--- src/bsb_pkg.sv ---
// Shared types and constants for the bitmap stream blitter.
package bsb_pkg;

  localparam int unsigned BYTE_W     = 8;
  localparam int unsigned SIDE_W     = 13;
  localparam int unsigned POS_W      = 12;
  localparam int unsigned COORD_W    = 13;
  localparam int unsigned COLOR_W    = 24;
  localparam int unsigned PHASE_W    = 2;
  localparam int unsigned CFG_IDX_W  = 3;
  localparam int unsigned CFG_DATA_W = 13;

  // Byte positions inside a pixel
  localparam logic [PHASE_W-1:0] PHASE_LAST_BGR  = 2'd2;
  localparam logic [PHASE_W-1:0] PHASE_LAST_BGRA = 2'd3;

  typedef enum logic [CFG_IDX_W-1:0] {
    CFG_FRAME_WIDTH  = 3'd0,
    CFG_FRAME_HEIGHT = 3'd1,
    CFG_DEST_X       = 3'd2,
    CFG_DEST_Y       = 3'd3,
    CFG_PIXEL_FORMAT = 3'd4,
    CFG_TRANSP_EN    = 3'd5
  } cfg_idx_e;

  typedef enum logic {
    FMT_BGR24  = 1'b0,
    FMT_BGRA32 = 1'b1
  } pixel_fmt_e;

  typedef struct packed {
    logic [SIDE_W-1:0] frame_width;
    logic [SIDE_W-1:0] frame_height;
    logic [POS_W-1:0]  dest_x;
    logic [POS_W-1:0]  dest_y;
    pixel_fmt_e        pixel_format;
    logic              transparent_enable;
  } cfg_t;

  typedef struct packed {
    logic [COORD_W-1:0] screen_x;
    logic [COORD_W-1:0] screen_y;
    logic [COLOR_W-1:0] color;
    logic               draw;
    logic               last;
  } result_t;

endpackage

--- src/bsb_unpack.sv ---
// Byte-to-pixel assembly, row/column tracking and coordinate generation.
module bsb_unpack import bsb_pkg::*; #(
  parameter int unsigned MAX_SIDE = 4096
) (
  input  logic              clk_i,
  input  logic              rst_ni,
  input  logic              fire_i,
  input  logic [BYTE_W-1:0] pixel_byte_i,
  input  cfg_t              cfg_i,
  output logic              res_valid_o,
  output result_t           res_o
);

  localparam int unsigned CNT_W = $clog2(MAX_SIDE);
  localparam int unsigned CMP_W = ((CNT_W > SIDE_W) ? CNT_W : SIDE_W) + 1;

  logic [CNT_W-1:0]   col_q, col_d, row_q, row_d;
  logic [PHASE_W-1:0] phase_q, phase_d, pad_q, pad_d;
  logic [COLOR_W-1:0] part_q, part_d;

  logic [SIDE_W-1:0]  w_side, h_side;
  logic [PHASE_W-1:0] final_phase;
  logic [CMP_W-1:0]   col_nxt, row_nxt;
  logic               row_end, img_end;
  logic [COLOR_W-1:0] color;
  logic               opaque;

  // Clamp sides into 1..MAX_SIDE
  always_comb begin
    w_side = cfg_i.frame_width;
    if (cfg_i.frame_width == '0) begin
      w_side = SIDE_W'(1);
    end else if (32'(cfg_i.frame_width) > MAX_SIDE) begin
      w_side = SIDE_W'(MAX_SIDE);
    end
    h_side = cfg_i.frame_height;
    if (cfg_i.frame_height == '0) begin
      h_side = SIDE_W'(1);
    end else if (32'(cfg_i.frame_height) > MAX_SIDE) begin
      h_side = SIDE_W'(MAX_SIDE);
    end
  end

  assign final_phase = (cfg_i.pixel_format == FMT_BGRA32) ? PHASE_LAST_BGRA : PHASE_LAST_BGR;
  assign col_nxt     = CMP_W'(col_q) + CMP_W'(1);
  assign row_nxt     = CMP_W'(row_q) + CMP_W'(1);
  assign row_end     = (col_nxt >= CMP_W'(w_side));
  assign img_end     = row_end && (row_nxt >= CMP_W'(h_side));

  always_comb begin
    if (cfg_i.pixel_format == FMT_BGRA32) begin
      color  = part_q;
      opaque = (pixel_byte_i != '0);
    end else begin
      color  = {pixel_byte_i, part_q[15:0]};
      opaque = (color != '0);
    end
  end

  always_comb begin
    res_o.screen_x = COORD_W'(cfg_i.dest_x) + COORD_W'(col_q);
    res_o.screen_y = COORD_W'(cfg_i.dest_y) + COORD_W'(h_side) - COORD_W'(1)
                     - COORD_W'(row_q);
    res_o.color    = color;
    res_o.draw     = !(cfg_i.transparent_enable && !opaque);
    res_o.last     = img_end;
  end

  always_comb begin
    col_d       = col_q;
    row_d       = row_q;
    phase_d     = phase_q;
    pad_d       = pad_q;
    part_d      = part_q;
    res_valid_o = 1'b0;
    if (fire_i) begin
      if (pad_q != '0) begin
        // drop a row pad byte
        pad_d = pad_q - PHASE_W'(1);
      end else if (phase_q < final_phase) begin
        if (phase_q != PHASE_LAST_BGRA) begin
          part_d = part_q | (COLOR_W'(pixel_byte_i) << {phase_q, 3'b000});
        end
        phase_d = phase_q + PHASE_W'(1);
      end else begin
        res_valid_o = 1'b1;
        phase_d     = '0;
        part_d      = '0;
        if (row_end) begin
          col_d = '0;
          row_d = img_end ? '0 : CNT_W'(row_nxt);
          pad_d = (cfg_i.pixel_format == FMT_BGRA32) ? '0 : w_side[PHASE_W-1:0];
        end else begin
          col_d = CNT_W'(col_nxt);
        end
      end
    end
  end

  always_ff @(posedge clk_i or negedge rst_ni) begin
    if (!rst_ni) begin
      col_q   <= '0;
      row_q   <= '0;
      phase_q <= '0;
      pad_q   <= '0;
      part_q  <= '0;
    end else begin
      col_q   <= col_d;
      row_q   <= row_d;
      phase_q <= phase_d;
      pad_q   <= pad_d;
      part_q  <= part_d;
    end
  end

endmodule

--- src/bsb_out_buf.sv ---
// Output register with a skid slot for result requests.
module bsb_out_buf import bsb_pkg::*; (
  input  logic    clk_i,
  input  logic    rst_ni,
  input  logic    push_i,
  input  result_t push_data_i,
  output logic    full_o,
  output logic    out_valid_o,
  input  logic    out_stall_i,
  output result_t out_data_o
);

  logic    out_v_q, out_v_d, skid_v_q, skid_v_d;
  logic    load_out, load_skid, from_skid;
  result_t out_q, skid_q;

  always_comb begin
    out_v_d   = out_v_q;
    skid_v_d  = skid_v_q;
    load_out  = 1'b0;
    load_skid = 1'b0;
    from_skid = 1'b0;
    if (!out_v_q || !out_stall_i) begin
      if (skid_v_q) begin
        from_skid = 1'b1;
        load_out  = 1'b1;
        out_v_d   = 1'b1;
        skid_v_d  = 1'b0;
      end else if (push_i) begin
        load_out = 1'b1;
        out_v_d  = 1'b1;
      end else begin
        out_v_d = 1'b0;
      end
    end else if (push_i) begin
      load_skid = 1'b1;
      skid_v_d  = 1'b1;
    end
  end

  always_ff @(posedge clk_i or negedge rst_ni) begin
    if (!rst_ni) begin
      out_v_q  <= 1'b0;
      skid_v_q <= 1'b0;
    end else begin
      out_v_q  <= out_v_d;
      skid_v_q <= skid_v_d;
    end
  end

  always_ff @(posedge clk_i) begin
    if (load_out) begin
      out_q <= from_skid ? skid_q : push_data_i;
    end
    if (load_skid) begin
      skid_q <= push_data_i;
    end
  end

  assign full_o      = skid_v_q;
  assign out_valid_o = out_v_q;
  assign out_data_o  = out_q;

endmodule

--- src/bitmap_stream_blitter_core.sv ---
// Top level of the bitmap stream blitter: config registers, unpacker, output buffer.
//
// Program the image through the write port (cfg_we_i, cfg_idx_i, cfg_data_i):
// width, height, destination corner, pixel format and transparency enable.
// Write config only while the block is idle.
// Feed the pixel data bytes of a bottom-up bitmap on the input channel, one
// request per byte (in_valid_i / in_stall_o). Each third byte (24-bit BGR) or
// fourth byte (32-bit BGRA) completes a pixel and produces one result request
// on the output channel (out_valid_o / out_stall_i) carrying the flipped
// screen coordinate, packed color, draw flag and last-pixel flag. In 24-bit
// mode the row pad bytes (width mod 4) are consumed without a result.
// Timing: one byte is accepted per cycle while in_stall_o is low; a completing
// byte's result is registered into the output register, or into the skid slot
// while the receiver stalls.
// Reset: clears counters and output valid; width and height read 1, others 0.
// Backpressure: while the receiver stalls, the result holds in the output
// register and one more result parks in a skid slot; in_stall_o rises only
// when that slot is taken, so byte intake continues as long as possible.
module bitmap_stream_blitter_core import bsb_pkg::*; #(
  parameter int unsigned MAX_SIDE = 4096
) (
  input  logic                  clk_i,
  input  logic                  rst_ni,
  // configuration write port
  input  logic                  cfg_we_i,
  input  logic [CFG_IDX_W-1:0]  cfg_idx_i,
  input  logic [CFG_DATA_W-1:0] cfg_data_i,
  // byte input channel
  input  logic                  in_valid_i,
  output logic                  in_stall_o,
  input  logic [BYTE_W-1:0]     pixel_byte_i,
  // pixel result channel
  output logic                  out_valid_o,
  input  logic                  out_stall_i,
  output logic [COORD_W-1:0]    screen_x_o,
  output logic [COORD_W-1:0]    screen_y_o,
  output logic [COLOR_W-1:0]    color_o,
  output logic                  draw_o,
  output logic                  last_o
);

  cfg_t    cfg_q;
  logic    in_fire;
  logic    res_valid;
  logic    buf_full;
  result_t res, out_res;

  // Decode register writes; drop writes past the register list.
  always_ff @(posedge clk_i or negedge rst_ni) begin
    if (!rst_ni) begin
      cfg_q.frame_width        <= SIDE_W'(1);
      cfg_q.frame_height       <= SIDE_W'(1);
      cfg_q.dest_x             <= '0;
      cfg_q.dest_y             <= '0;
      cfg_q.pixel_format       <= FMT_BGR24;
      cfg_q.transparent_enable <= 1'b0;
    end else if (cfg_we_i) begin
      unique case (cfg_idx_e'(cfg_idx_i))
        CFG_FRAME_WIDTH:  cfg_q.frame_width        <= cfg_data_i[SIDE_W-1:0];
        CFG_FRAME_HEIGHT: cfg_q.frame_height       <= cfg_data_i[SIDE_W-1:0];
        CFG_DEST_X:       cfg_q.dest_x             <= cfg_data_i[POS_W-1:0];
        CFG_DEST_Y:       cfg_q.dest_y             <= cfg_data_i[POS_W-1:0];
        CFG_PIXEL_FORMAT: cfg_q.pixel_format       <= pixel_fmt_e'(cfg_data_i[0]);
        CFG_TRANSP_EN:    cfg_q.transparent_enable <= cfg_data_i[0];
        default: ;
      endcase
    end
  end

  // Hold off input only when the skid slot is occupied.
  assign in_stall_o = buf_full;
  assign in_fire    = in_valid_i && !buf_full;

  bsb_unpack #(
    .MAX_SIDE (MAX_SIDE)
  ) u_unpack (
    .clk_i        (clk_i),
    .rst_ni       (rst_ni),
    .fire_i       (in_fire),
    .pixel_byte_i (pixel_byte_i),
    .cfg_i        (cfg_q),
    .res_valid_o  (res_valid),
    .res_o        (res)
  );

  bsb_out_buf u_out_buf (
    .clk_i       (clk_i),
    .rst_ni      (rst_ni),
    .push_i      (res_valid),
    .push_data_i (res),
    .full_o      (buf_full),
    .out_valid_o (out_valid_o),
    .out_stall_i (out_stall_i),
    .out_data_o  (out_res)
  );

  assign screen_x_o = out_res.screen_x;
  assign screen_y_o = out_res.screen_y;
  assign color_o    = out_res.color;
  assign draw_o     = out_res.draw;
  assign last_o     = out_res.last;

endmodule

--- config.mk ---
export PLATFORM = sky130hd
export DESIGN_NAME = bitmap_stream_blitter_core
export DESIGN_NICKNAME = d
export VERILOG_FILES = /design/src/bsb_pkg.sv /design/src/bsb_unpack.sv /design/src/bsb_out_buf.sv /design/src/bitmap_stream_blitter_core.sv
export SDC_FILE = /design/constraint.sdc
export NUM_CORES = 1
export LEC_CHECK = 0
export BUFFER_PORTS_ARGS = -buffer_cell sky130_fd_sc_hd__buf_4
export CAP_MARGIN = 10
export CORE_MARGIN = 5
export CORE_UTILIZATION = 40
export DETAILED_ROUTE_END_ITERATION = 7
export PLACE_DENSITY_LB_ADDON = 0.25
export SYNTH_ARGS = -nofsm -noshare
export SYNTH_HDL_FRONTEND = slang
export SYNTH_SLANG_ARGS = --single-unit
--- constraint.sdc ---
create_clock -name clk_i -period 5 [get_ports clk_i]
set_input_delay 1.25 -clock clk_i [delete_from_list [all_inputs] [get_ports clk_i]]
set_output_delay 1.25 -clock clk_i [all_outputs]
set_load 0.03 [all_outputs]
## Yosys cells after proc, flatten, opt, wreduce, memory -nomap -nowiden

Index checks and enable logic that the tools add are counted.

| storage, ports and cells | value |
|---|---|
| bits of input ports | 29 |
| register bits after elaboration | 210 |
| word-level logic and storage cells | 104 |

| operators by class | value |
|---|---|
| muxes and demuxes | 28 |
| reductions and logical operators | 28 |
| bitwise gates (word level) | 3 |
| order comparisons | 5 |
| shifts and indexed selects | 1 |
| add/subtract/negate cells | 8 |
| equal/unequal tests | 8 |

Operators with widths:

| cell | number |
|---|---|
| $mux 24 | 3 |
| $mux 13 | 4 |
| $mux 52 | 1 |
| $ge 14x13->1 | 2 |
| $add 12x1->13 const B | 2 |
| $gt 13x13->1 const B | 2 |
| $logic_not 13->1 | 2 |
| $mux 12 | 2 |
| $or 24x24->24 | 1 |
| $reduce_bool 24->1 | 1 |
| $shl 8x5->24 | 1 |
| $reduce_and 2->1 | 7 |
| $add 12x12->13 | 1 |
| $add 12x13->13 | 1 |
| $mux 1 | 13 |
| $sub 13x1->13 const B | 1 |
| $sub 13x12->13 | 1 |
| $mux 2 | 5 |
| $reduce_and 3->1 | 3 |
| $reduce_bool 8->1 | 1 |
| $eq 3x2->1 const B | 2 |
| $eq 3x3->1 const B | 2 |
| $reduce_bool 2->1 | 3 |
| $logic_not 1->1 | 5 |
| other kinds (11) | 15 |

## Depth between registers and ports, before layout

Gate-level depths: netlist (run 1).

| depth | value |
|---|---|
| depth in word-level cells | 8 |
| depth in mapped cells | 14 |

## Modules after synthesis

From an unflattened synthesis (run 1), not the netlist that was laid out.

| unflattened totals | value |
|---|---|
| cell total of the unflattened synthesis | 843 |
| area total of the unflattened synthesis | 10697.8 µm² |

Modules (own cells, without submodules):

| module | area an instance (µm²) | times used | seq. area each (µm²) | cells each |
|---|---|---|---|---|
| bsb_unpack | 4747.1 | 1 | 1301.2 | 558 |
| bsb_out_buf | 3852.4 | 1 | 3173.0 | 170 |
| bitmap_stream_blitter_core | 2098.3 | 1 | 1303.8 | 115 |

## Least setup slack after synthesis (run 1)

OpenSTA, ideal clock, no wires.

| path | value |
|---|---|
| path kind | input -> register |
| from | in in_valid_i |
| to | reg u_out_buf.out_q, in the netlist u_out_buf.out_data_o[0] (enable) |
| setup time | 479 ps |
| cell stages on the path | 6 |
| path buffers | 1 |
| slack | -126 ps |
| arrival time | 4647 ps |
| data required time | 4521 ps |
| cells stage by stage | or3b_4 nor2_2 and3_1 buf_4 nor2_1 a21oi_1 |

| on the way | value |
|---|---|
| word-level cells in the longest chain between the ends | 5 |

RTL lines:

| item | line | source |
|---|---|---|
| from (decl) | bitmap_stream_blitter_core.sv:29 | `input logic in_valid_i,` |
| $logic_and 1x1->1 | bitmap_stream_blitter_core.sv:72 | `assign in_fire = in_valid_i && !buf_full;` |
| $mux 1 | bsb_unpack.sv:76 | `if (fire_i) begin` |
| $mux 1 | bsb_out_buf.sv:29 | `end else if (push_i) begin` |
| $mux 1 | bsb_out_buf.sv:24 | `if (skid_v_q) begin` |
| $mux 1 | bsb_out_buf.sv:23 | `if (!out_v_q \|\| !out_stall_i) begin` |
| net u_out_buf.load_out | bsb_out_buf.sv:14 | `logic load_out, load_skid, from_skid;` |
| to (signal assigned) | bsb_out_buf.sv:53 | `out_q <= from_skid ? skid_q : push_data_i;` |
| to (decl) | bsb_out_buf.sv:15 | `result_t out_q, skid_q;` |

The timed path passes the listed nets, and every way through them passes these cells.
A chain may end at the register's enable or synchronous reset.

==> out/results.tsv, run 1 <==
stage	metric	value	unit
outcome	status	completed	
logic_synthesis	seq_area_frac_synth	0.553	
finish	final_cells	1314	
clocking	ctsRootBufferMaster	clkbuf_16	
sta	slew_viol_final	0	
clocking	clk_latency	510	ps
placement	pre_cts_ws	1270	ps
die	start_util	0.403	
clocking	cts_tree	yes	
worst_setup_path	crit_type	flop to flop	
placement	io_buffers	82	
logic_synthesis	yosys_most_used_dff	edfxtp_1	
route	route.detailed.drc	0	
clocking	cts_hold_buf	0	
clocking	htree_levels	1	
logic_synthesis	synth.area.top_cells	edfxtp_1 30%, dfrtp_1 25%, mux2_2 9.3%	
logic_synthesis	avgSynthCellArea	12.0	um^2
logic_synthesis	ys_top_cells_by_count	124 x nand2_1, 104 x dfrtp_1, 104 x edfxtp_1	
sta	grt_setup_unrepaired	false	
finish	area_growth_syn_to_layout	16.6	%
power_and_ir_drop	power.density	523	mW/mm^2
clocking	numCtsBuffers	24	
worst_setup_path	worst-path-buf-inv	0	
clocking	cts_resized	0	
route	wire_per_inst	17.2	um
flow_run	maxCapViolations	0	
route	drtPass1Iterations	4	
die	fp.dieH	172	um
clocking	cts.sinks	210	
finish	drive_gt1_frac	0.230	
worst_setup_path	critical_path.top_delay_family	simple AND/OR/NAND/NOR gates	
die	fp.dieArea	0.0295	mm^2
finish	final_util	0.470	
die	io_pins	83	
logic_synthesis	syn-num-nets	965	
die	rows	59	
worst_hold_path	hold_depth	2	
route	finalWirelength	22600	um
worst_setup_path	reg2reg_depth	12	
route	routed_via_density	5.17	
worst_setup_path	critPathLaunchType	flop	
worst_setup_path	arrival	3780	ps
route	postRouteAntennaNets	0	
worst_setup_path	critPathMaxFanout	10	
logic_synthesis	ys_ff_latch	210	
worst_setup_path	crit_top_cell	and3_1	
global_route	grt_max_degree	53	
placement	finalWeightedCongestion	0.858	
logic_synthesis	ys_types	63	
worst_setup_path	crit_required	5260	ps
sta	finalClockSkew	5.50	ps
worst_setup_path	max_stage_delay	480	ps
logic_synthesis	yosys.area.top_type	edfxtp_1	
global_route	antenna_found_initial	0	
worst_setup_path	crit_chain	and3_1, and3_1, and3_1, nand3_1, xnor2_1, ha_1, a21oi_1, o21ai_0, a221oi_1, o21ai_1, and3_1, mux2_2	
sta	layout_min_cycle_time	3520	ps
global_route	grt_pass1_wl	36200	um
finish	antenna_cells	0	
sta	fin_ws	1480	ps
power_and_ir_drop	worst_ir_drop_vdd	0.247	mV
global_route	grtUsageTotal	0.153	
worst_hold_path	hold_class	flop to flop	
sta	finalHoldViolCount	0	
sta	max_freq	284	MHz
clocking	clkTransAtPathRegs	60	ps
die	coreArea	0.0259	mm^2
logic_synthesis	yosysWarnings	0	
worst_setup_path	end_kind	flop	
sta	slew_headroom	0.185	
finish	fillCellCount	2368	
clocking	cts_buffer_depth	3	
sta	tightest_slew	1220	ps
die	die_width	172	um
global_route	grt_pass1_vias	6633	
sta	period_share	0.704	
sta	fin_tns_setup	0	ps
logic_synthesis	syn_inst	870	
route	vias	6792	
finish	nets	1056	
route	drt_first_iter_violations	335	
worst_setup_path	cp_num_cells	12	
logic_synthesis	yosysMostFrequentCell	nand2_1	
clocking	post_cts_buffers	0	
placement	dp_hpwl	16400	um
logic_synthesis	synth_edf_count	104	
logic_synthesis	synth_top_area_frac	0.299	
global_route	grt-ovfl-total	0	
logic_synthesis	async_flop_share	0.505	
worst_setup_path	crit_slowest_cell	dfrtp_1	
logic_synthesis	syn_area	0.0105	mm^2
sta	setup_viol	0	
power_and_ir_drop	p_leak	0.00529	uW
placement	place_inst	1270	
## state kept, by name, summed over array words and instances, names as in the netlist
register and count:
u_out_buf.out_data_o 52, u_out_buf.full_o 1, u_out_buf.out_valid_o 1, u_unpack.phase_q 2, u_unpack.part_q 24, cfg_q 52, u_out_buf.skid_q 52, u_unpack.pad_q 2
u_unpack.row_q 12, u_unpack.col_q 12
## report_power, final
group	internal [uW]	switching, uW
clock network	929	683
registers	2350	257
logic	903	1240
## stage by stage
| stage | instance area (um^2) | power (uW) | hold WS (ps) |
|---|---|---|---|
| 2_1_floorplan | 10500 | 4140 | 457 |
| 3_3_place_gp | 11500 | 4760 | 472 |
| 3_5_place_dp | 11500 | 4800 | 479 |
| 4_1_cts | 12200 | 6440 | 492 |
| 5_1_grt | 12200 | 6790 | 523 |
| 6_report | 12200 | 6370 | 488 |
## area by class of cell
cell class,count,area [um^2],area share
flip-flops and latches,210,5780,0.474
clock buffers,33,666,0.0546
well taps,335,419,0.0344
inverters,49,184,0.0151
clock inverters,11,56.3,0.00462
multi-input cells,587,4400,0.361
repair buffers,89,681,0.0559
## logic make-up (layout without fill, tap and decap cells)
| family | Yosys count | count (layout) | synth area share |
|---|---|---|---|
| mux | 86 | 86 | 0.0927 |
| xor+xnor | 41 | 41 | 0.0344 |
| buf+inv | 73 | 182 | 0.0287 |
| flops | 210 | 210 | 0.553 |
| simple gates | 254 | 254 | 0.115 |
| compound gates | 140 | 140 | 0.0876 |
| fa+ha+maj | 66 | 66 | 0.0891 |
## metal layers
metal	GRT usage	share of wire	routed length (um)	vias up
li1	-	-	-	3293
met1	0.224	0.48	10800	3306
met2	0.241	0.45	10200	154
met3	0.0207	0.050	1120	39
met4	0.0420	0.023	511	0
met5	0	0	0	-
## cell usage in the layout, fill, tap and decap left out, types with 16 or more instances in the layout
cell type,synthesis,layout
nand2_1,124,123
dfrtp_1,104,104
edfxtp_1,104,104
buf_4,2,88
mux2_2,86,86
ha_1,52,52
a21oi_1,51,50
inv_1,49,49
nor2_1,49,48
clkbuf_16,0,25
xnor2_1,24,24
o21ai_0,22,22
nand3_1,17,17
xor2_1,17,17
a22o_1,16,16
## worst min-delay path: cells and delay by family, from the launching register on
family          cells  cell delay [ps]
simple gates        1               70
compound gates      1               40
flops               1              330
## worst paths after layout
kind | startpoint | to | slack (ps)
setup / recovery | u_unpack.row_q[2]$_DFFE_PN0P_ | u_out_buf.out_data_o[0]$_DFFE_PP_ | 1480
hold / removal | u_unpack.part_q[18]$_DFFE_PN0P_ | u_unpack.part_q[18]$_DFFE_PN0P_ | 490
setup reg to reg | u_unpack.row_q[2]$_DFFE_PN0P_ | u_out_buf.out_data_o[0]$_DFFE_PP_ | 1480
hold reg to reg | u_unpack.part_q[18]$_DFFE_PN0P_ | u_unpack.part_q[18]$_DFFE_PN0P_ | 490
max in group asynchronous | rst_ni | u_unpack.part_q[17]$_DFFE_PN0P_ | 3430
min in group asynchronous | rst_ni | cfg_q[6]$_DFFE_PN0P_ | 630
(Power assumes the default switching activity.)
==> run 2: changes to the inputs <==
--- a/config.mk
+++ b/config.mk
@@ -5,6 +5,7 @@
 export SDC_FILE = /design/constraint.sdc
 export NUM_CORES = 1
 export LEC_CHECK = 0
+export ABC_AREA = 1
 export BUFFER_PORTS_ARGS = -buffer_cell sky130_fd_sc_hd__buf_4
 export CAP_MARGIN = 10
 export CORE_MARGIN = 5
==> constraint.sdc (replaced) <==
create_clock -name clk_i -period 3.7 [get_ports clk_i]
set_input_delay 0.925 -clock clk_i [delete_from_list [all_inputs] [get_ports clk_i]]
set_output_delay 0.925 -clock clk_i [all_outputs]
set_load 0.03 [all_outputs]
==> run 2 against run 1 <==
Clock-buffer cell count decreased by 7. Via count rose by 18%. First-iteration DRC count grew 37%. Critical endpoint is now u_out_buf.out_data_o[33]$_DFFE_PP_. Highest routed layer unchanged.
==> out/results.tsv, run 2 <==
stage	metric	value	unit	change
sta	slew_headroom	0.195		was 0.185
placement	finalWeightedCongestion	0.877		was 0.858
sta	tightest_slew	1210	ps	was 1220 ps
logic_synthesis	ys_top_cells_by_count	379 x nand2_1, 170 x inv_1, 104 x dfrtp_1, 104 x edfxtp_1, 99 x o21ai_0		was 124 x nand2_1, 104 x dfrtp_1, 104 x edfxtp_1
die	fp.dieArea	0.0305	mm^2	was 0.0295 mm^2
logic_synthesis	ys_ff_latch	210		unchanged
clocking	clkTransAtPathRegs	60	ps	about the same
sta	fin_tns_setup	0	ps	unchanged
clocking	ctsRootBufferMaster	clkbuf_16		unchanged
route	wire_per_inst	14.6	um	was 17.2 um
clocking	post_cts_buffers	0		unchanged
sta	setup_viol	0		unchanged
route	routed_via_density	4.84		was 5.17
die	start_util	0.404		was 0.403
logic_synthesis	async_flop_share	0.505		unchanged
power_and_ir_drop	finalPower	8960	uW	was 6370 uW
finish	fillCellCount	2597		was 2368
die	io_pins	83		unchanged
global_route	antenna_found_initial	0		unchanged
global_route	use_met3	0.0266		was 0.0207
finish	nets	1398		was 1056
die	fp.dieH	175	um	was 172 um
worst_hold_path	hold_class	flop to flop		unchanged
placement	io_buffers	82		unchanged
finish	antenna_cells	0		unchanged
route	drtPass1Iterations	4		unchanged
finish	final_common_cell	nand2_1		unchanged
sta	grt_setup_unrepaired	false		unchanged
global_route	grt_max_degree	72		was 53
route	finalWirelength	24200	um	was 22600 um
logic_synthesis	ys_types	39		was 63
sta	layout_min_cycle_time	3470	ps	was 3520 ps
clocking	htree_levels	1		unchanged
logic_synthesis	yosysMostFrequentCell	nand2_1		unchanged
sta	finalClockSkew	10.6	ps	was 5.50 ps
route	postRouteAntennaNets	0		unchanged
logic_synthesis	synth_top_family_by_area	simple AND/OR/NAND/NOR gates		unchanged
logic_synthesis	synthAdderAreaFrac	0.0857		was 0.0891
sta	period_share	0.939		was 0.704
sta	slew_viol_final	0		unchanged
worst_setup_path	critPathMaxFanout	8		was 10
placement	dpl_cell_area	0.0119	mm^2	was 0.0115 mm^2
logic_synthesis	synth-simple-area-share	0.209		was 0.115
worst_setup_path	end_kind	flop		unchanged
outcome	status	completed		unchanged
logic_synthesis	yosysWarnings	0		unchanged
logic_synthesis	synth_mux_area_frac	0		was 0.0927
die	rows	60		was 59
logic_synthesis	synth_compound_area_frac	0.0791		was 0.0876
worst_setup_path	crit_required	3960	ps	was 5260 ps
worst_setup_path	critical_path.top_delay_family	simple AND/OR/NAND/NOR gates		unchanged
power_and_ir_drop	worst_ir_drop_vdd	0.330	mV	was 0.247 mV
logic_synthesis	syn-num-nets	1311		was 965
clocking	cts_resized	0		unchanged
global_route	grtUsageMet1	0.222		was 0.224
logic_synthesis	syn_inst	1216		was 870
worst_setup_path	max_stage_delay	490	ps	was 480 ps
global_route	grt_pass1_wl	40200	um	was 36200 um
finish	drive_gt1_frac	0.115		was 0.230
worst_setup_path	crit_slowest_cell	fa_1		was dfrtp_1
die	coreArea	0.0269	mm^2	was 0.0259 mm^2
sta	max_freq	288	MHz	was 284 MHz
logic_synthesis	yosys.area.top_type	edfxtp_1		unchanged
logic_synthesis	syn_area	0.0109	mm^2	was 0.0105 mm^2
clocking	numCtsBuffers	23		was 24
clocking	cts_tree	yes		unchanged
worst_setup_path	crit_chain	nor4_2, nand3_1, nand2_2, nand2_1, fa_1, inv_1, ha_1, fa_1, nand3_1, nand2_1, a21oi_1, inv_1, or2_2, nand3_1, nand2_1		was and3_1, and3_1, and3_1, nand3_1, xnor2_1, ha_1, a21oi_1, o21ai_0, a221oi_1, o21ai_1, and3_1, mux2_2
finish	post-route-cell-area	0.0127	mm^2	was 0.0122 mm^2
power_and_ir_drop	power.density	707	mW/mm^2	was 523 mW/mm^2
logic_synthesis	seq_area_frac_synth	0.532		was 0.553
clocking	cts_hold_buf	0		unchanged
logic_synthesis	synth_xor_area_frac	0.0234		was 0.0344
global_route	grt_pass1_vias	7970		was 6633
power_and_ir_drop	p_leak	0.00607	uW	was 0.00529 uW
route	route.detailed.drc	0		unchanged
logic_synthesis	yosys_most_used_dff	edfxtp_1		unchanged
global_route	grt-ovfl-total	0		unchanged
logic_synthesis	synth_edf_count	104		unchanged
finish	final_cells	1660		was 1314
die	die_width	175	um	was 172 um
worst_setup_path	critPathLaunchType	flop		unchanged
finish	final_cell_mix	378 x nand2_1, 170 x inv_1, 104 x dfrtp_1, 104 x edfxtp_1, 99 x o21ai_0		was 123 x nand2_1, 104 x dfrtp_1, 104 x edfxtp_1
placement	dp_hpwl	18000	um	was 16400 um
route	vias	8031		was 6792
logic_synthesis	synth.area.top_cells	edfxtp_1 29%, dfrtp_1 24%, nand2_1 13%		was edfxtp_1 30%, dfrtp_1 25%, mux2_2 9.3%
logic_synthesis	synth_top_area_frac	0.288		was 0.299
global_route	grtUsageTotal	0.158		was 0.153
global_route	met2_usage	0.259		was 0.241
worst_setup_path	crit_type	flop to flop		unchanged
sta	finalHoldViolCount	0		unchanged
finish	seq_area	0.00578	mm^2	unchanged
worst_setup_path	arrival	3730	ps	was 3780 ps
finish	multi_input_area	0.00435	mm^2	was 0.00440 mm^2
clocking	cts_buffer_depth	3		unchanged
clocking	clk_latency	510	ps	about the same
flow_run	maxCapViolations	0		unchanged
logic_synthesis	avgSynthCellArea	8.93	um^2	was 12.0 um^2
clocking	cts.sinks	210		unchanged
worst_setup_path	worst-path-buf-inv	2		was 0
placement	place_inst	1619		was 1270
route	drt_first_iter_violations	460		was 335
global_route	top_usage_layer	met2		unchanged
finish	area_growth_syn_to_layout	16.7	%	was 16.6%
==> run 2: changes by cell type after synthesis, sizes merged, moves of 16 or more <==
cell / change
a22o: -16
inv: +124
mux2: -86
nand2: +257
nand3: +34
nor2: +17
o21ai: +77
xnor2: -21
==> run 2: worst paths after layout <==
path | cells past startpoint | startpoint | slack [ps] | end
setup / recovery | 15 | cfg_q[27]$_DFFE_PN0P_ | 230 | u_out_buf.out_data_o[33]$_DFFE_PP_
hold / removal | 0 | u_unpack.part_q[3]$_DFFE_PN0P_ | 440 | u_out_buf.skid_q[5]$_DFFE_PP_
setup reg to reg | 15 | cfg_q[27]$_DFFE_PN0P_ | 230 | u_out_buf.out_data_o[33]$_DFFE_PP_
hold reg to reg | 0 | u_unpack.part_q[3]$_DFFE_PN0P_ | 440 | u_out_buf.skid_q[5]$_DFFE_PP_
max in group asynchronous | 2 | rst_ni | 2400 | cfg_q[26]$_DFFE_PN1P_
min in group asynchronous | 1 | rst_ni | 500 | u_unpack.part_q[7]$_DFFE_PN0P_
==> run 2: layer usage <==
metal	share of wire	vias to the layer above
li1	-	4106
met1	0.48	3716
met2	0.45	180
met3	0.048	29
met4	0.016	0
met5	0	-
==> run 2: metrics by stage <==
| step | hold WS [ps] | utilization | setup WS, ps |
|---|---|---|---|
| after floorplan | 425 | - | 322 |
| after global placement | 426 | 0.443 | 206 |
| after detailed placement | 430 | 0.443 | 131 |
| after CTS | 443 | 0.471 | 118 |
| after global routing | 454 | 0.472 | 10.8 |
| final | 443 | 0.472 | 227 |
==> run 2: final cells by class <==
type                       instances  share of cell area
timing repair buffer              89              0.0557
sequential                       210               0.456
inverter                         174              0.0516
clock inverter                    15              0.0126
tap                              341              0.0337
clock buffer                      26              0.0471
multi-input combinational        805               0.344
==> run 2: where the power goes <==
group          leakage (uW)  internal [uW]  switching, uW
clock network      0.000371           1370            940
logic               0.00339           1120           2050
registers           0.00231           3180            294
total               0.00607           5680           3280
==> run 2: cells by family (layout without fill, tap and decap cells) <==
| family | Yosys count | after routing |
|---|---|---|
| AND/OR/NAND/NOR | 545 | 545 |
| AO/OA/AOI/OAI | 165 | 165 |
| adder cells (fa/ha/maj) | 66 | 66 |
| buffers and inverters | 201 | 304 |
| flip-flops | 210 | 210 |
| XOR/XNOR | 29 | 29 |
==> run 3: changes to the inputs <==
--- a/config.mk
+++ b/config.mk
@@ -8,7 +8,7 @@
 export ABC_AREA = 1
 export BUFFER_PORTS_ARGS = -buffer_cell sky130_fd_sc_hd__buf_4
 export CAP_MARGIN = 10
-export CORE_MARGIN = 5
+export CORE_MARGIN = 2
 export CORE_UTILIZATION = 40
 export DETAILED_ROUTE_END_ITERATION = 7
 export PLACE_DENSITY_LB_ADDON = 0.25
==> run 3 against run 2 <==
Hold slack worse by 3.9 ps. Worst setup slack gained 83 ps. Routed wire length grew 1.7%. Cell area up 1.2%. Sequential share of layout area fell by 0.54 points. First-iteration DRC count grew 17%. Core utilization up 0.70 points. Flip-flop and latch count is the same. Critical path depth decreased by 1. Maximum frequency up 2.5%. Critical endpoint is now u_out_buf.skid_q[33]$_DFFE_PP_. Largest cell class unchanged.
==> out/results.tsv, run 3 (synthesis gave the netlist of run 2 again) <==
stage	metric	value	unit	change
route	routed_via_density	4.86		was 4.84
clocking	cts_buffer_depth	3		unchanged
clocking	clk_latency	520	ps	was 510 ps
worst_setup_path	critPathLaunchType	flop		unchanged
worst_hold_path	hold_depth	0		unchanged
worst_setup_path	worst-path-buf-inv	2		unchanged
sta	finalHoldViolCount	0		unchanged
clocking	cts.sinks	210		unchanged
worst_setup_path	crit_chain	nor4_4, nand3_1, nand2_2, nand2_1, fa_1, inv_1, ha_1, fa_1, nand3_1, nand2_1, a21oi_1, inv_1, or2_2, and2_1		was nor4_2, nand3_1, nand2_2, nand2_1, fa_1, inv_1, ha_1, fa_1, nand3_1, nand2_1, a21oi_1, inv_1, or2_2, nand3_1, nand2_1
die	die_width	169	um	was 175 um
worst_hold_path	min_from	u_unpack.part_q[4]$_DFFE_PN0P_		was u_unpack.part_q[3]$_DFFE_PN0P_
clocking	numCtsBuffers	24		was 23
sta	period_share	0.916		was 0.939
sta	finalClockSkew	12.6	ps	was 10.6 ps
worst_setup_path	crit_slowest_cell	fa_1		unchanged
clocking	ctsRootBufferMaster	clkbuf_16		unchanged
finish	final_cells	1667		was 1660
route	finalWirelength	24600	um	was 24200 um
die	coreArea	0.0268	mm^2	was 0.0269 mm^2
worst_setup_path	crit_type	flop to flop		unchanged
power_and_ir_drop	sw_frac_of_total	0.357		was 0.366
worst_setup_path	reg2reg_depth	14		was 15
placement	io_buffers	82		unchanged
die	start_util	0.405		was 0.404
finish	antenna_cells	0		unchanged
global_route	grt-ovfl-total	0		unchanged
finish	fillCellCount	2548		was 2597
finish	final_common_cell	nand2_1		unchanged
worst_setup_path	critical_path.top_delay_family	simple AND/OR/NAND/NOR gates		unchanged
route	drt_first_iter_violations	538		was 460
power_and_ir_drop	power_frac_comb	0.343		was 0.354
clocking	cts_tree	yes		unchanged
global_route	antenna_found_initial	0		unchanged
sta	slew_headroom	0.452		was 0.195
route	wire_per_inst	14.8	um	was 14.6 um
flow_run	maxCapViolations	0		unchanged
sta	fin_tns_setup	0	ps	unchanged
sta	holdWs	440	ps	was 443 ps
power_and_ir_drop	netSwitchingPower	3300	uW	was 3280 uW
outcome	status	completed		unchanged
power_and_ir_drop	finalPower	9230	uW	was 8960 uW
die	rows	60		unchanged
power_and_ir_drop	power.density	720	mW/mm^2	was 707 mW/mm^2
die	fp.dieH	169	um	was 175 um
worst_hold_path	whs_endpoint	u_out_buf.skid_q[6]$_DFFE_PP_		was u_out_buf.skid_q[5]$_DFFE_PP_
sta	layout_min_cycle_time	3390	ps	was 3470 ps
power_and_ir_drop	p_leak	0.00615	uW	was 0.00607 uW
placement	dp_hpwl	18100	um	was 18000 um
sta	grt_setup_unrepaired	false		unchanged
finish	drive_gt1_frac	0.118		was 0.115
sta	max_freq	295	MHz	was 288 MHz
power_and_ir_drop	pwr-share-clk	0.280		was 0.258
finish	nets	1403		was 1398
die	io_pins	83		unchanged
worst_setup_path	end_kind	flop		unchanged
clocking	post_cts_buffers	0		unchanged
power_and_ir_drop	seq_power_share	0.377		was 0.388
global_route	grtUsageTotal	0.176		was 0.158
global_route	grt_pass1_vias	7883		was 7970
placement	place_inst	1622		was 1619
clocking	htree_levels	1		unchanged
worst_setup_path	arrival	3660	ps	was 3730 ps
global_route	grt_pass1_wl	40500	um	was 40200 um
worst_setup_path	max_stage_delay	500	ps	was 490 ps
finish	final_cell_mix	378 x nand2_1, 170 x inv_1, 104 x dfrtp_1, 104 x edfxtp_1, 99 x o21ai_0		unchanged
worst_setup_path	critPathMaxFanout	6		was 8
sta	tightest_slew	820	ps	was 1210 ps
finish	area_growth_syn_to_layout	18.1	%	was 16.7%
route	route.detailed.drc	0		unchanged
sta	slew_viol_final	0		unchanged
route	vias	8104		was 8031
global_route	grt_max_degree	72		unchanged
power_and_ir_drop	worst_ir_drop_vdd	0.329	mV	was 0.330 mV
placement	finalWeightedCongestion	0.896		was 0.877
power_and_ir_drop	internal_power	5930	uW	was 5680 uW
sta	setup_viol	0		unchanged
worst_setup_path	rrSetupSlack	310	ps	was 230 ps
placement	pre_cts_ws	189	ps	was 131 ps
sta	fin_ws	310	ps	was 227 ps
worst_setup_path	reg2reg_to	u_out_buf.skid_q[33]$_DFFE_PP_		was u_out_buf.out_data_o[33]$_DFFE_PP_
worst_setup_path	crit_required	3970	ps	was 3960 ps
route	drtPass1Iterations	5		was 4
clocking	clkTransAtPathRegs	60	ps	about the same
route	postRouteAntennaNets	0		unchanged
worst_hold_path	hold_class	flop to flop		unchanged
die	fp.dieArea	0.0285	mm^2	was 0.0305 mm^2
worst_setup_path	reg2reg_from	cfg_q[35]$_DFFE_PN0P_		was cfg_q[27]$_DFFE_PN0P_
[run 3: how the worst max path moves through the flow]
stage                                from                                  to  slack, ps  depth (start not counted)
finish              cfg_q[35]$_DFFE_PN0P_      u_out_buf.skid_q[33]$_DFFE_PP_        310                         14
global route        cfg_q[35]$_DFFE_PN0P_      u_out_buf.skid_q[33]$_DFFE_PP_         10                         14
CTS                 cfg_q[35]$_DFFE_PN0P_  u_out_buf.out_data_o[33]$_DFFE_PP_        190                         15
detailed placement  cfg_q[35]$_DFFE_PN0P_  u_out_buf.out_data_o[33]$_DFFE_PP_        190                         15
global placement    cfg_q[35]$_DFFE_PN0P_  u_out_buf.out_data_o[33]$_DFFE_PP_        260                         15
floorplan                      in_valid_i   u_out_buf.out_data_o[0]$_DFFE_PP_        320                          4
[run 3: per-stage QoR]
stage | area [um^2] | utilization
floorplan | 10900 | -
CTS | 12800 | 0.477
global route | 12800 | 0.479
detailed placement | 11900 | 0.445
finish | 12800 | 0.479
global placement | 11900 | 0.445
[run 3: layer usage]
layer / share of wire / wire [um] / track usage / vias up
met5: 0 / 0 / 0 / -
li1: - / - / - / 4129
met4: 0.027 / 658 / 0.0555 / 0
met3: 0.039 / 963 / 0.0229 / 39
met1: 0.47 / 11500 / 0.242 / 3781
met2: 0.47 / 11500 / 0.291 / 155
[run 3: repair_timing]
action / in CTS / in global routing
hold buffers: 0 / 0
endpoints found under the setup margin: 0 / 2
resized for setup: 0 / 3
[run 3: area by class of cell]
class	count	area, um^2	share of cell area
repair buffers	93	743	0.0579
flip-flops and latches	210	5780	0.450
inverters	174	654	0.0510
well taps	341	427	0.0333
clock buffers	30	664	0.0518
multi-input cells	805	4360	0.340
clock inverters	14	204	0.0159
[run 3: power by group through the flow]
stage          clock network (uW)  logic, uW  registers (uW)
2_1_floorplan                   0       2030            3720
3_3_place_gp                    0       3130            3510
3_5_place_dp                    0       3180            3520
4_1_cts                      2650       3190            3480
5_1_grt                      2750       3660            3540
6_report                     2580       3170            3480
